[src/hdl/pfa_pkg.sv]
package pfa_pkg;

    localparam int NUM_PARTS_DEF = 16;
    localparam int SIZE_BITS_DEF = 16;
    localparam int PID_BITS_DEF  = 16;

    localparam int REQ_BITS  = 16;
    localparam int PROC_BITS = 16;
    localparam int SLOT_BITS = 4;

    localparam logic [1:0] POL_FIRST = 2'd0;
    localparam logic [1:0] POL_BEST  = 2'd1;
    localparam logic [1:0] POL_WORST = 2'd2;

    localparam logic ACT_LOAD  = 1'b0;
    localparam logic ACT_ALLOC = 1'b1;

    typedef struct packed {
        logic                 action;
        logic [SLOT_BITS-1:0] slot_index;
        logic [REQ_BITS-1:0]  request_size;
        logic [PROC_BITS-1:0] process_id;
    } t_in_item;

    typedef struct packed {
        logic                 granted;
        logic [SLOT_BITS-1:0] chosen_index;
    } t_out_item;

    typedef struct packed {
        logic active;
        logic found;
    } t_scan_ctl;

    typedef struct packed {
        logic we;
        logic load;
    } t_commit_ctl;

endpackage

[src/hdl/partition_fit_allocator_unit.sv]
// Load item: the result is registered in the DONE state, then moves to the output register.
// Allocate item: the request walks the row of partition cells, one cell per cycle,
// then the result is registered in the DONE state and moves to the output register.
// One item is worked on at a time; the next is taken when the result enters the output
// register, and the input is stalled until then; DONE waits while the output is stalled.
// Synchronous active-low reset frees every partition, clears sizes and owners, selects first fit.
module partition_fit_allocator_unit #(
    parameter int NUM_PARTS = pfa_pkg::NUM_PARTS_DEF,
    parameter int SIZE_BITS = pfa_pkg::SIZE_BITS_DEF,
    parameter int PID_BITS  = pfa_pkg::PID_BITS_DEF
) (
    input  logic              i_clk,
    input  logic              i_rst_n,
    input  logic              i_cfg_we,
    input  logic [1:0]        i_cfg_data,
    input  logic              i_in_valid,
    output logic              o_in_stall,
    input  pfa_pkg::t_in_item i_in_item,
    output logic              o_out_valid,
    input  logic              i_out_stall,
    output pfa_pkg::t_out_item o_out_item
);

    localparam int IDX_BITS = $clog2(NUM_PARTS);
    localparam int OW       = (IDX_BITS > pfa_pkg::SLOT_BITS) ? IDX_BITS : pfa_pkg::SLOT_BITS;
    localparam int CMP_BITS = (SIZE_BITS > pfa_pkg::REQ_BITS) ? SIZE_BITS : pfa_pkg::REQ_BITS;
    localparam int PW       = (PID_BITS > pfa_pkg::PROC_BITS) ? PID_BITS : pfa_pkg::PROC_BITS;

    typedef enum logic [1:0] {
        S_IDLE,
        S_SCAN,
        S_DONE
    } t_state;

    t_state                         r_state, n_state;
    logic [1:0]                     r_fit_policy;
    logic [PID_BITS-1:0]            r_pid;
    logic                           r_res_granted, n_res_granted;
    logic [pfa_pkg::SLOT_BITS-1:0]  r_res_idx, n_res_idx;
    logic                           r_out_valid, n_out_valid;
    pfa_pkg::t_out_item             r_out_item, n_out_item;

    pfa_pkg::t_scan_ctl             w_ctl  [NUM_PARTS+1];
    logic [pfa_pkg::REQ_BITS-1:0]   w_req  [NUM_PARTS+1];
    logic [IDX_BITS-1:0]            w_idx  [NUM_PARTS+1];
    logic [SIZE_BITS-1:0]           w_size [NUM_PARTS+1];

    pfa_pkg::t_commit_ctl           w_commit_ctl;
    logic [IDX_BITS-1:0]            w_commit_idx;
    logic [SIZE_BITS-1:0]           w_commit_size;

    logic                           w_accept;
    logic                           w_in_range;
    logic [OW-1:0]                  w_slot_ext;
    logic [OW-1:0]                  w_pick_ext;
    logic [CMP_BITS-1:0]            w_req_ext;
    logic [PW-1:0]                  w_pid_ext;
    pfa_pkg::t_scan_ctl             w_last;

    assign w_accept   = i_in_valid && (r_state == S_IDLE);
    assign w_in_range = 32'(i_in_item.slot_index) < NUM_PARTS;
    assign w_slot_ext = OW'(i_in_item.slot_index);
    assign w_req_ext  = CMP_BITS'(i_in_item.request_size);
    assign w_pid_ext  = PW'(i_in_item.process_id);
    assign w_last     = w_ctl[NUM_PARTS];
    assign w_pick_ext = OW'(w_idx[NUM_PARTS]);

    assign w_ctl[0].active = w_accept && (i_in_item.action == pfa_pkg::ACT_ALLOC);
    assign w_ctl[0].found  = 1'b0;
    assign w_req[0]        = i_in_item.request_size;
    assign w_idx[0]        = '0;
    assign w_size[0]       = '0;

    always_comb begin
        w_commit_ctl.load = (r_state == S_IDLE);
        w_commit_size     = w_req_ext[SIZE_BITS-1:0];
        if (r_state == S_IDLE) begin
            w_commit_ctl.we = w_accept && (i_in_item.action == pfa_pkg::ACT_LOAD) && w_in_range;
            w_commit_idx    = w_slot_ext[IDX_BITS-1:0];
        end else begin
            w_commit_ctl.we = (r_state == S_SCAN) && w_last.active && w_last.found;
            w_commit_idx    = w_idx[NUM_PARTS];
        end
    end

    for (genvar g = 0; g < NUM_PARTS; g++) begin : g_cell
        pfa_cell #(
            .CELL_IDX  (g),
            .SIZE_BITS (SIZE_BITS),
            .PID_BITS  (PID_BITS),
            .IDX_BITS  (IDX_BITS),
            .CMP_BITS  (CMP_BITS)
        ) u_cell (
            .i_clk         (i_clk),
            .i_rst_n       (i_rst_n),
            .i_policy      (r_fit_policy),
            .i_scan_ctl    (w_ctl[g]),
            .i_scan_req    (w_req[g]),
            .i_scan_idx    (w_idx[g]),
            .i_scan_size   (w_size[g]),
            .o_scan_ctl    (w_ctl[g+1]),
            .o_scan_req    (w_req[g+1]),
            .o_scan_idx    (w_idx[g+1]),
            .o_scan_size   (w_size[g+1]),
            .i_commit_ctl  (w_commit_ctl),
            .i_commit_idx  (w_commit_idx),
            .i_commit_size (w_commit_size),
            .i_commit_pid  (r_pid)
        );
    end

    always_comb begin
        n_state       = r_state;
        n_res_granted = r_res_granted;
        n_res_idx     = r_res_idx;
        n_out_valid   = r_out_valid;
        n_out_item    = r_out_item;
        if (r_out_valid && !i_out_stall) begin
            n_out_valid = 1'b0;
        end
        unique case (r_state)
            S_IDLE: begin
                if (w_accept) begin
                    if (i_in_item.action == pfa_pkg::ACT_LOAD) begin
                        n_state       = S_DONE;
                        n_res_granted = w_in_range;
                        n_res_idx     = w_in_range ? i_in_item.slot_index : '0;
                    end else begin
                        n_state = S_SCAN;
                    end
                end
            end
            S_SCAN: begin
                if (w_last.active) begin
                    n_state       = S_DONE;
                    n_res_granted = w_last.found;
                    n_res_idx     = w_last.found ? w_pick_ext[pfa_pkg::SLOT_BITS-1:0] : '0;
                end
            end
            S_DONE: begin
                if (!r_out_valid || !i_out_stall) begin
                    n_state                 = S_IDLE;
                    n_out_valid             = 1'b1;
                    n_out_item.granted      = r_res_granted;
                    n_out_item.chosen_index = r_res_idx;
                end
            end
            default: begin
                n_state = S_IDLE;
            end
        endcase
    end

    always_ff @(posedge i_clk) begin
        if (!i_rst_n) begin
            r_state      <= S_IDLE;
            r_fit_policy <= pfa_pkg::POL_FIRST;
            r_out_valid  <= 1'b0;
            r_out_item   <= '0;
        end else begin
            r_state     <= n_state;
            r_out_valid <= n_out_valid;
            r_out_item  <= n_out_item;
            if (i_cfg_we) begin
                r_fit_policy <= i_cfg_data;
            end
        end
    end

    always_ff @(posedge i_clk) begin
        r_res_granted <= n_res_granted;
        r_res_idx     <= n_res_idx;
        if (w_accept) begin
            r_pid <= w_pid_ext[PID_BITS-1:0];
        end
    end

    assign o_in_stall  = (r_state != S_IDLE);
    assign o_out_valid = r_out_valid;
    assign o_out_item  = r_out_item;

endmodule

[src/hdl/pfa_cell.sv]
module pfa_cell #(
    parameter int CELL_IDX  = 0,
    parameter int SIZE_BITS = pfa_pkg::SIZE_BITS_DEF,
    parameter int PID_BITS  = pfa_pkg::PID_BITS_DEF,
    parameter int IDX_BITS  = 4,
    parameter int CMP_BITS  = 16
) (
    input  logic                         i_clk,
    input  logic                         i_rst_n,
    input  logic [1:0]                   i_policy,
    input  pfa_pkg::t_scan_ctl           i_scan_ctl,
    input  logic [pfa_pkg::REQ_BITS-1:0] i_scan_req,
    input  logic [IDX_BITS-1:0]          i_scan_idx,
    input  logic [SIZE_BITS-1:0]         i_scan_size,
    output pfa_pkg::t_scan_ctl           o_scan_ctl,
    output logic [pfa_pkg::REQ_BITS-1:0] o_scan_req,
    output logic [IDX_BITS-1:0]          o_scan_idx,
    output logic [SIZE_BITS-1:0]         o_scan_size,
    input  pfa_pkg::t_commit_ctl         i_commit_ctl,
    input  logic [IDX_BITS-1:0]          i_commit_idx,
    input  logic [SIZE_BITS-1:0]         i_commit_size,
    input  logic [PID_BITS-1:0]          i_commit_pid
);

    localparam logic [IDX_BITS-1:0] MY_IDX = IDX_BITS'(CELL_IDX);

    logic [SIZE_BITS-1:0] r_size;
    logic                 r_busy;
    logic [PID_BITS-1:0]  r_owner;

    pfa_pkg::t_scan_ctl           r_scan_ctl;
    logic [pfa_pkg::REQ_BITS-1:0] r_scan_req;
    logic [IDX_BITS-1:0]          r_scan_idx;
    logic [SIZE_BITS-1:0]         r_scan_size;

    logic w_fits;
    logic w_take;
    logic w_hit;

    assign w_fits = !r_busy && (CMP_BITS'(r_size) >= CMP_BITS'(i_scan_req));
    assign w_hit  = i_commit_ctl.we && (i_commit_idx == MY_IDX);

    always_comb begin
        case (i_policy)
            pfa_pkg::POL_BEST: begin
                w_take = w_fits && (!i_scan_ctl.found || (r_size < i_scan_size));
            end
            pfa_pkg::POL_WORST: begin
                w_take = w_fits && (!i_scan_ctl.found || (r_size > i_scan_size));
            end
            default: begin
                w_take = w_fits && !i_scan_ctl.found;
            end
        endcase
    end

    always_ff @(posedge i_clk) begin
        if (!i_rst_n) begin
            r_size     <= '0;
            r_busy     <= 1'b0;
            r_owner    <= '0;
            r_scan_ctl <= '0;
        end else begin
            r_scan_ctl.active <= i_scan_ctl.active;
            r_scan_ctl.found  <= i_scan_ctl.found || w_take;
            if (w_hit) begin
                if (i_commit_ctl.load) begin
                    r_size  <= i_commit_size;
                    r_busy  <= 1'b0;
                    r_owner <= '0;
                end else begin
                    r_busy  <= 1'b1;
                    r_owner <= i_commit_pid;
                end
            end
        end
    end

    always_ff @(posedge i_clk) begin
        r_scan_req  <= i_scan_req;
        r_scan_idx  <= w_take ? MY_IDX : i_scan_idx;
        r_scan_size <= w_take ? r_size : i_scan_size;
    end

    assign o_scan_ctl  = r_scan_ctl;
    assign o_scan_req  = r_scan_req;
    assign o_scan_idx  = r_scan_idx;
    assign o_scan_size = r_scan_size;

endmodule
[config.mk]
export PLATFORM = sky130hd
export DESIGN_NAME = partition_fit_allocator_unit
export DESIGN_NICKNAME = d
export VERILOG_FILES = /design/src/hdl/pfa_pkg.sv /design/src/hdl/partition_fit_allocator_unit.sv /design/src/hdl/pfa_cell.sv
export SDC_FILE = /design/constraint.sdc
export NUM_CORES = 2
export LEC_CHECK = 0
export BUFFER_PORTS_ARGS = -buffer_cell sky130_fd_sc_hd__buf_2
export CAP_MARGIN = 0
export CORE_ASPECT_RATIO = 0.8
export CORE_UTILIZATION = 60
export DETAILED_ROUTE_END_ITERATION = 6
export GPL_TIMING_DRIVEN = 0
export HOLD_SLACK_MARGIN = 0.03
export PLACE_DENSITY = 0.86
export SLEW_MARGIN = 20
export SYNTH_ARGS = -nofsm -noshare
export SYNTH_HDL_FRONTEND = slang
export SYNTH_SLANG_ARGS = --single-unit
[constraint.sdc]
create_clock -name i_clk -period 3.3 [get_ports i_clk]
set_input_delay 0.495 -clock i_clk [delete_from_list [all_inputs] [get_ports i_clk]]
set_output_delay 0.495 -clock i_clk [all_outputs]
set_load 0.005 [all_outputs]
# Yosys cells after proc, flatten, opt, wreduce, memory -nomap -nowiden
# Index checks and enable logic that the tools add are counted.
[word_totals]
reg_bits = 848
latchBits = 0
mem_bits_rw = 0
romBits = 0
input_bits = 44
out_inout_bits = 7
word_cells = 420
mem_count = 0
[op_classes]
add_sub_neg = 0
n_mul = 0
div_mod_pow = 0
order_cmp = 46
n_eq_ne = 23
shift = 0
mux = 49
n_bitwise = 1
n_reduce_logical = 185
[ops]
columns = ["cell", "n"]
rows = [
  ["$ge A16 B16 Y1", 16],
  ["$gt A16 B16 Y1", 15],
  ["$lt A16 B16 Y1", 15],
  ["$mux W16", 14],
  ["$logic_and A1 B1 Y1", 83],
  ["$logic_or A1 B1 Y1", 46],
  ["$reduce_and A2 Y1", 17],
  ["$logic_not A1 Y1", 33],
  ["$eq A4 B4 Y1 const B", 8],
  ["$pmux W1 S2", 16],
  ["$mux W4", 5],
  ["$eq A4 B3 Y1 const B", 4],
  ["$eq A4 B2 Y1 const B", 2],
  ["$mux W1", 8],
  ["$mux W2", 4],
  ["$pmux W4 S2", 1],
  ["$ne A2 B2 Y1 const B", 3],
  ["$pmux W2 S3", 1],
  ["$eq A2 B1 Y1 const B", 2],
  ["$eq A2 B2 Y1 const B", 2],
  ["$eq A4 B1 Y1 const B", 1],
  ["$logic_not A4 Y1", 1],
  ["$reduce_and A4 Y1", 1],
  ["$reduce_bool A2 Y1", 2],
  ["4 further kinds", 4],
]

# Logic depth before layout (Yosys ltp)
[logic_depth]
depth_word = 6
mapped_depth = 10

# Modules after synthesis
# Synthesis repeated with hierarchy kept, for this count alone.
[unflattened]
hier_cells = 3899
hier_area_um2 = 40976.8
[modules_own_cells]
columns = ["module", "instances", "cells_each", "area_each_um2"]
rows = [
  ["pfa_cell (g_cell[10].u_cell ...)", 4, 234, 2483.6],
  ["pfa_cell (g_cell[11].u_cell ...)", 2, 234, 2481.1],
  ["pfa_cell (g_cell[1].u_cell ...)", 2, 234, 2479.9],
  ["pfa_cell (g_cell[4].u_cell ...)", 2, 235, 2478.6],
  ["pfa_cell (g_cell[13].u_cell ...)", 2, 253, 2472.4],
  ["pfa_cell (g_cell[15].u_cell)", 1, 235, 2548.7],
  ["pfa_cell (g_cell[12].u_cell)", 1, 235, 2481.1],
  ["pfa_cell (g_cell[3].u_cell)", 1, 235, 2479.9],
  ["pfa_cell (g_cell[0].u_cell)", 1, 252, 2466.1],
  ["partition_fit_allocator_unit", 1, 94, 1242.4],
]

# Worst setup path after synthesis
# Ideal clock, no wire load.
[synth_path]
kind = "register to register"
startpoint = "register g_cell[0].u_cell.r_scan_size[13]"
endpoint = "register g_cell[1].u_cell.r_scan_size[10]"
arrival_ns = 2.594
path_slack_ns = 0.585
path_stages_with_launch = 11
path_buffers = 1
period_less_slack_ns = 2.715
path_cell_list = "dfxtp_1 > inv_1 > ha_1 > a21o_1 > a21o_1 > a221o_1 > nor3_1 > mux2_2 > a21oi_2 > buf_6 > mux2_2"
[synth_via]
elab_chain_len = 5
elab_cells_between_ends = 8
cone_classes = "order compare: 2; mux: 2; reduce/logical: 4"
[synth_lines]
columns = ["item", "line_no", "source"]
rows = [
  ["from (decl)", "pfa_cell.sv:34", "logic [SIZE_BITS-1:0] r_scan_size;"],
  ["from (signal assigned)", "pfa_cell.sv:82", "r_scan_size <= w_take ? r_size : i_scan_size;"],
  ["$gt A16 B16 Y1 / $lt A16 B16 Y1 (equally long branches)", "pfa_cell.sv:49, pfa_cell.sv:46", ""],
  ["$logic_or A1 B1 Y1, on equally long branches", "pfa_cell.sv:49, pfa_cell.sv:46", ""],
  ["$logic_and A1 B1 Y1, on equally long branches", "pfa_cell.sv:49, pfa_cell.sv:46", ""],
  ["$pmux W1 S2 (*)", "pfa_cell.sv:44", "case (i_policy)"],
  ["named net g_cell[1].u_cell.w_take", "pfa_cell.sv:37", "logic w_take;"],
  ["$mux W16 (*)", "pfa_cell.sv:82", ""],
  ["to (signal assigned)", "pfa_cell.sv:82", ""],
  ["to (decl)", "pfa_cell.sv:34", ""],
]
# Mark *: on every way through the listed nets, which the timed path passes. The rest lies on a longest branch.
# A chain may end at the register's enable or synchronous reset.

# Final worst setup path
[layout_path]
startpoint = "register g_cell[3].u_cell.r_size[0]"
endpoint = "register g_cell[3].u_cell.r_scan_size[8]"
[layout_via]
elab_chain_len = 5
elab_cells_between_ends = 11
cone_classes = "order compare: 3; mux: 2; reduce/logical: 6"
[layout_lines]
columns = ["item", "line_no", "source"]
rows = [
  ["from (decl)", "pfa_cell.sv:27", "logic [SIZE_BITS-1:0] r_size;"],
  ["from (signal assigned)", "pfa_cell.sv:68", "r_size <= i_commit_size;"],
  ["$ge A16 B16 Y1 (tied with other cells)", "pfa_cell.sv:40", "assign w_fits = !r_busy && (CMP_BITS'(r_size) >= CMP_BITS'(i_scan_req));"],
  ["$logic_and A1 B1 Y1 (tied with other cells)", "pfa_cell.sv:40", ""],
  ["$logic_and A1 B1 Y1, on equally long branches", "pfa_cell.sv:52, pfa_cell.sv:46, pfa_cell.sv:49", ""],
  ["$pmux W1 S2 (*)", "pfa_cell.sv:44", ""],
  ["$mux W16 (*)", "pfa_cell.sv:82", ""],
  ["to (signal assigned)", "pfa_cell.sv:82", ""],
  ["to (decl)", "pfa_cell.sv:34", ""],
]
# Mark *: on every way between the ends. The rest lies on a longest branch, timed or not.

==> flow_metrics.py <==
metrics = {
    "outcome": {
        "status": "finished clean",
    },
    "synthesis": {
        "avgSynthCellArea_um2": 10.1,
        "ys.flop_type": "dfxtp_1",
        "synth-seq-area-share_pct": 44.6,
        "synth-edff-count": 5,
        "synth_area_um2": 38200,
        "synth_cells": 3800,
        "synth_top_area_share_pct": 44.2,
        "syn_nets": 4341,
        "ys_ff_latch": 848,
        "synthTopCellsByArea": "dfxtp_1, ha_1, mux2_2, inv_1, nor2b_1",
        "yosysTopAreaCell": "dfxtp_1",
        "synth.distinct_cells": 68,
        "ys_warn_count": 0,
        "async_flop_share_pct": 0,
        "yosysMostFrequentCell": "dfxtp_1",
        "synth_common_cells": "dfxtp_1, inv_1, ha_1",
    },
    "clocking": {
        "cts_buffers": 77,
        "ctsRootBufferMaster": "clkbuf_16",
        "clkSlewWorstSetupHoldPaths_ps": 70,
        "h-tree-depth": 3,
        "cts_setup_buffers": 0,
        "clock_sinks": 848,
        "hold_buffers": 0,
        "clk_latency_ps": 640,
        "cts_buffer_depth": 3,
        "cts_tree": "built",
    },
    "timing": {
        "worst_clock_skew_ps": 24.0,
        "slew_violations": 0,
        "worst_slack_ps": 84.9,
        "clock.fmax_ghz": 0.311,
        "finalHoldViolCount": 0,
        "slew_headroom_pct": 13.1,
        "rsz0062_at_grt": "no",
        "min_period_ps": 3220,
        "period_share_pct": 97.4,
        "finalSetupViolCount": 0,
        "worst_pin_slew_ps": 1300,
    },
    "setup_path": {
        "critical_path.max_fanout": 10,
        "crit_slowest_cell": "a2111oi_2",
        "path_cells": "inv_1, ha_1, nand2b_1, a211oi_1, o211ai_1, a2111oi_2, a211oi_1, o21ai_2, buf_4, mux2_2",
        "critPathMaxStageDelay_ps": 570,
        "critPathBufInv": 2,
        "start_kind": "flip-flop",
        "critPathTopFamily": "compound AO/OA/AOI/OAI gates",
        "worstSetupPathType": "reg2reg",
        "cp.arrival_ps": 3730,
        "crit_path_frequent_cell": "a211oi_1",
        "cp-end-kind": "flip-flop",
        "cp.required_ps": 3810,
    },
    "placed_design": {
        "portBuffers": 31,
        "dp_hpwl_um": 81400,
        "post-place-ws_ps": -494,
        "gp_congestion": 0.960,
    },
    "cells_and_area": {
        "multi_input_area_um2": 18800,
        "area_growth_pct": 10.1,
        "final_nets": 4451,
        "drive_above_1_share_pct": 12.3,
        "area.sequential_um2": 17000,
        "utilization_pct": 67.0,
        "fillers": 4707,
    },
    "pwr": {
        "p_per_area_nw_per_um2": 496,
        "ir_drop_v": 0.000524,
        "total_power_mw": 20.9,
        "leakage_nw": 19.1,
    },
    "floorplanning": {
        "ioPinCount": 51,
        "num_rows": 82,
        "die_width_um": 284,
        "die_area_um2": 64700,
        "core_um2": 62800,
        "initial_core_util_pct": 60.9,
        "die_y_um": 228,
    },
    "drt": {
        "antenna_left": 0,
        "drtIter0Drc": 2632,
        "firstDrtPassIters": 6,
        "viasPerCell": 5.88,
        "num_vias": 28272,
        "drt_wl_total_um": 110000,
        "avgRoutedWirePerCell_um": 22.8,
        "drc": 0,
    },
    "grt": {
        "grt_max_degree": 17,
        "antenna_found_initial": 6,
        "globalRouteOverflowTotal": 0,
        "grt_use_total_pct": 33.6,
        "grt_pass1_wl_um": 165000,
        "grt_pass1_vias": 27924,
    },
    "run": {
        "drv_cap": 0,
    },
    "hold_path": {
        "min_path_type": "in2reg",
    },
}
==> logic make-up after synthesis <==
group | synth area share [%]
AND/OR/NAND/NOR | 11.2
flip-flops | 44.6
multiplexers | 9.90
AO/OA/AOI/OAI | 11.7
buffers and inverters | 6.32
adder cells (fa/ha/maj) | 16.3
==> what timing repair did <==
item	CTS	global route
setup endpoints to repair	104	28
pin swaps	0	1
resized for setup	7	6
==> flip-flops by register name (all words and copies together), names as in the netlist <==
signal / cells
g_cell.u_cell.r_size: 256
g_cell.u_cell.o_scan_idx: 49
g_cell.u_cell.o_scan_req: 240
r_res_idx: 4
g_cell.u_cell.r_busy: 16
g_cell.u_cell.o_scan_ctl: 32
o_out_valid: 1
r_fit_policy: 2
g_cell.u_cell.o_scan_size: 240
r_state: 2
r_res_granted: 1
o_out_item: 5
==> path summary, 6_finish.rpt <==
path                                      startpoint                                         to  slack, ps  cells past startpoint
max          g_cell[3].u_cell.r_size[0]$_SDFFE_PN0P_    g_cell[3].u_cell.o_scan_size[8]$_DFF_P_         80                     10
min                                    i_in_item[36]  g_cell[0].u_cell.o_scan_ctl[1]$_SDFF_PN0_        130                      3
max reg2reg  g_cell[3].u_cell.r_size[0]$_SDFFE_PN0P_    g_cell[3].u_cell.o_scan_size[8]$_DFF_P_         80                     10
min reg2reg   g_cell[6].u_cell.o_scan_req[1]$_DFF_P_     g_cell[7].u_cell.o_scan_req[1]$_DFF_P_        340                      0
==> cell usage in the layout, fill, tap and decap left out, types with 51 or more instances in the layout <==
| cell | count |
|---|---|
| o21ai_0 | 51 |
| clkbuf_1 | 76 |
| nor2_1 | 80 |
| buf_2 | 58 |
| nand4_1 | 87 |
| mux2_2 | 214 |
| clkbuf_16 | 80 |
| dfxtp_1 | 843 |
| a21oi_1 | 224 |
| inv_1 | 499 |
| mux2i_1 | 112 |
| a21boi_0 | 126 |
| nand2_1 | 300 |
| ha_1 | 497 |
| nor2b_1 | 182 |
==> routing by layer <==
metal  global-route usage, %  share of wire (%)  up-vias
met5                       0              0.046        -
met4                    17.5                5.7        8
met3                    8.57                 10      324
met2                    50.3                 42     1214
met1                    44.5                 42    13521
li1                        -                  -    13205
==> worst reg2reg max path: stages (launching register included) <==
cell       delay, ps
dfxtp_1          370
inv_1             80
ha_1             260
nand2b_1         150
a211oi_1         360
o211ai_1         210
a2111oi_2        570
a211oi_1         130
o21ai_2          300
buf_4            300
mux2_2           360
==> report_power, final <==
group	switching, mW	internal [mW]	total (mW)
Combinational	0.715	0.331	1.05
Sequential	0.154	10.4	10.6
Clock	4.01	5.22	9.23
Total	4.88	16.0	20.9
==> through the flow <==
stage	instance area [um^2]	instances	setup TNS (ps)	hold slack, ps
2_1_floorplan	38200	3800	0	331
3_3_place_gp	39400	4671	-19960	334
3_5_place_dp	39400	4671	-21590	336
4_1_cts	42000	4809	0	109
5_1_grt	42100	4809	0	136
6_report	42100	4811	0	132
==> area by class of cell <==
| type | instances | area share, % |
|---|---|---|
| repair buffers | 31 | 0.369 |
| multi-input cells | 2337 | 44.8 |
| inverters | 500 | 4.46 |
| well taps | 840 | 2.50 |
| flip-flops and latches | 848 | 40.5 |
| clock inverters | 31 | 0.800 |
| plain buffers | 115 | 1.32 |
| clock buffers | 107 | 5.31 |
| diodes | 2 | 0.0119 |
Note: power is estimated with default switching activity, not from simulation.
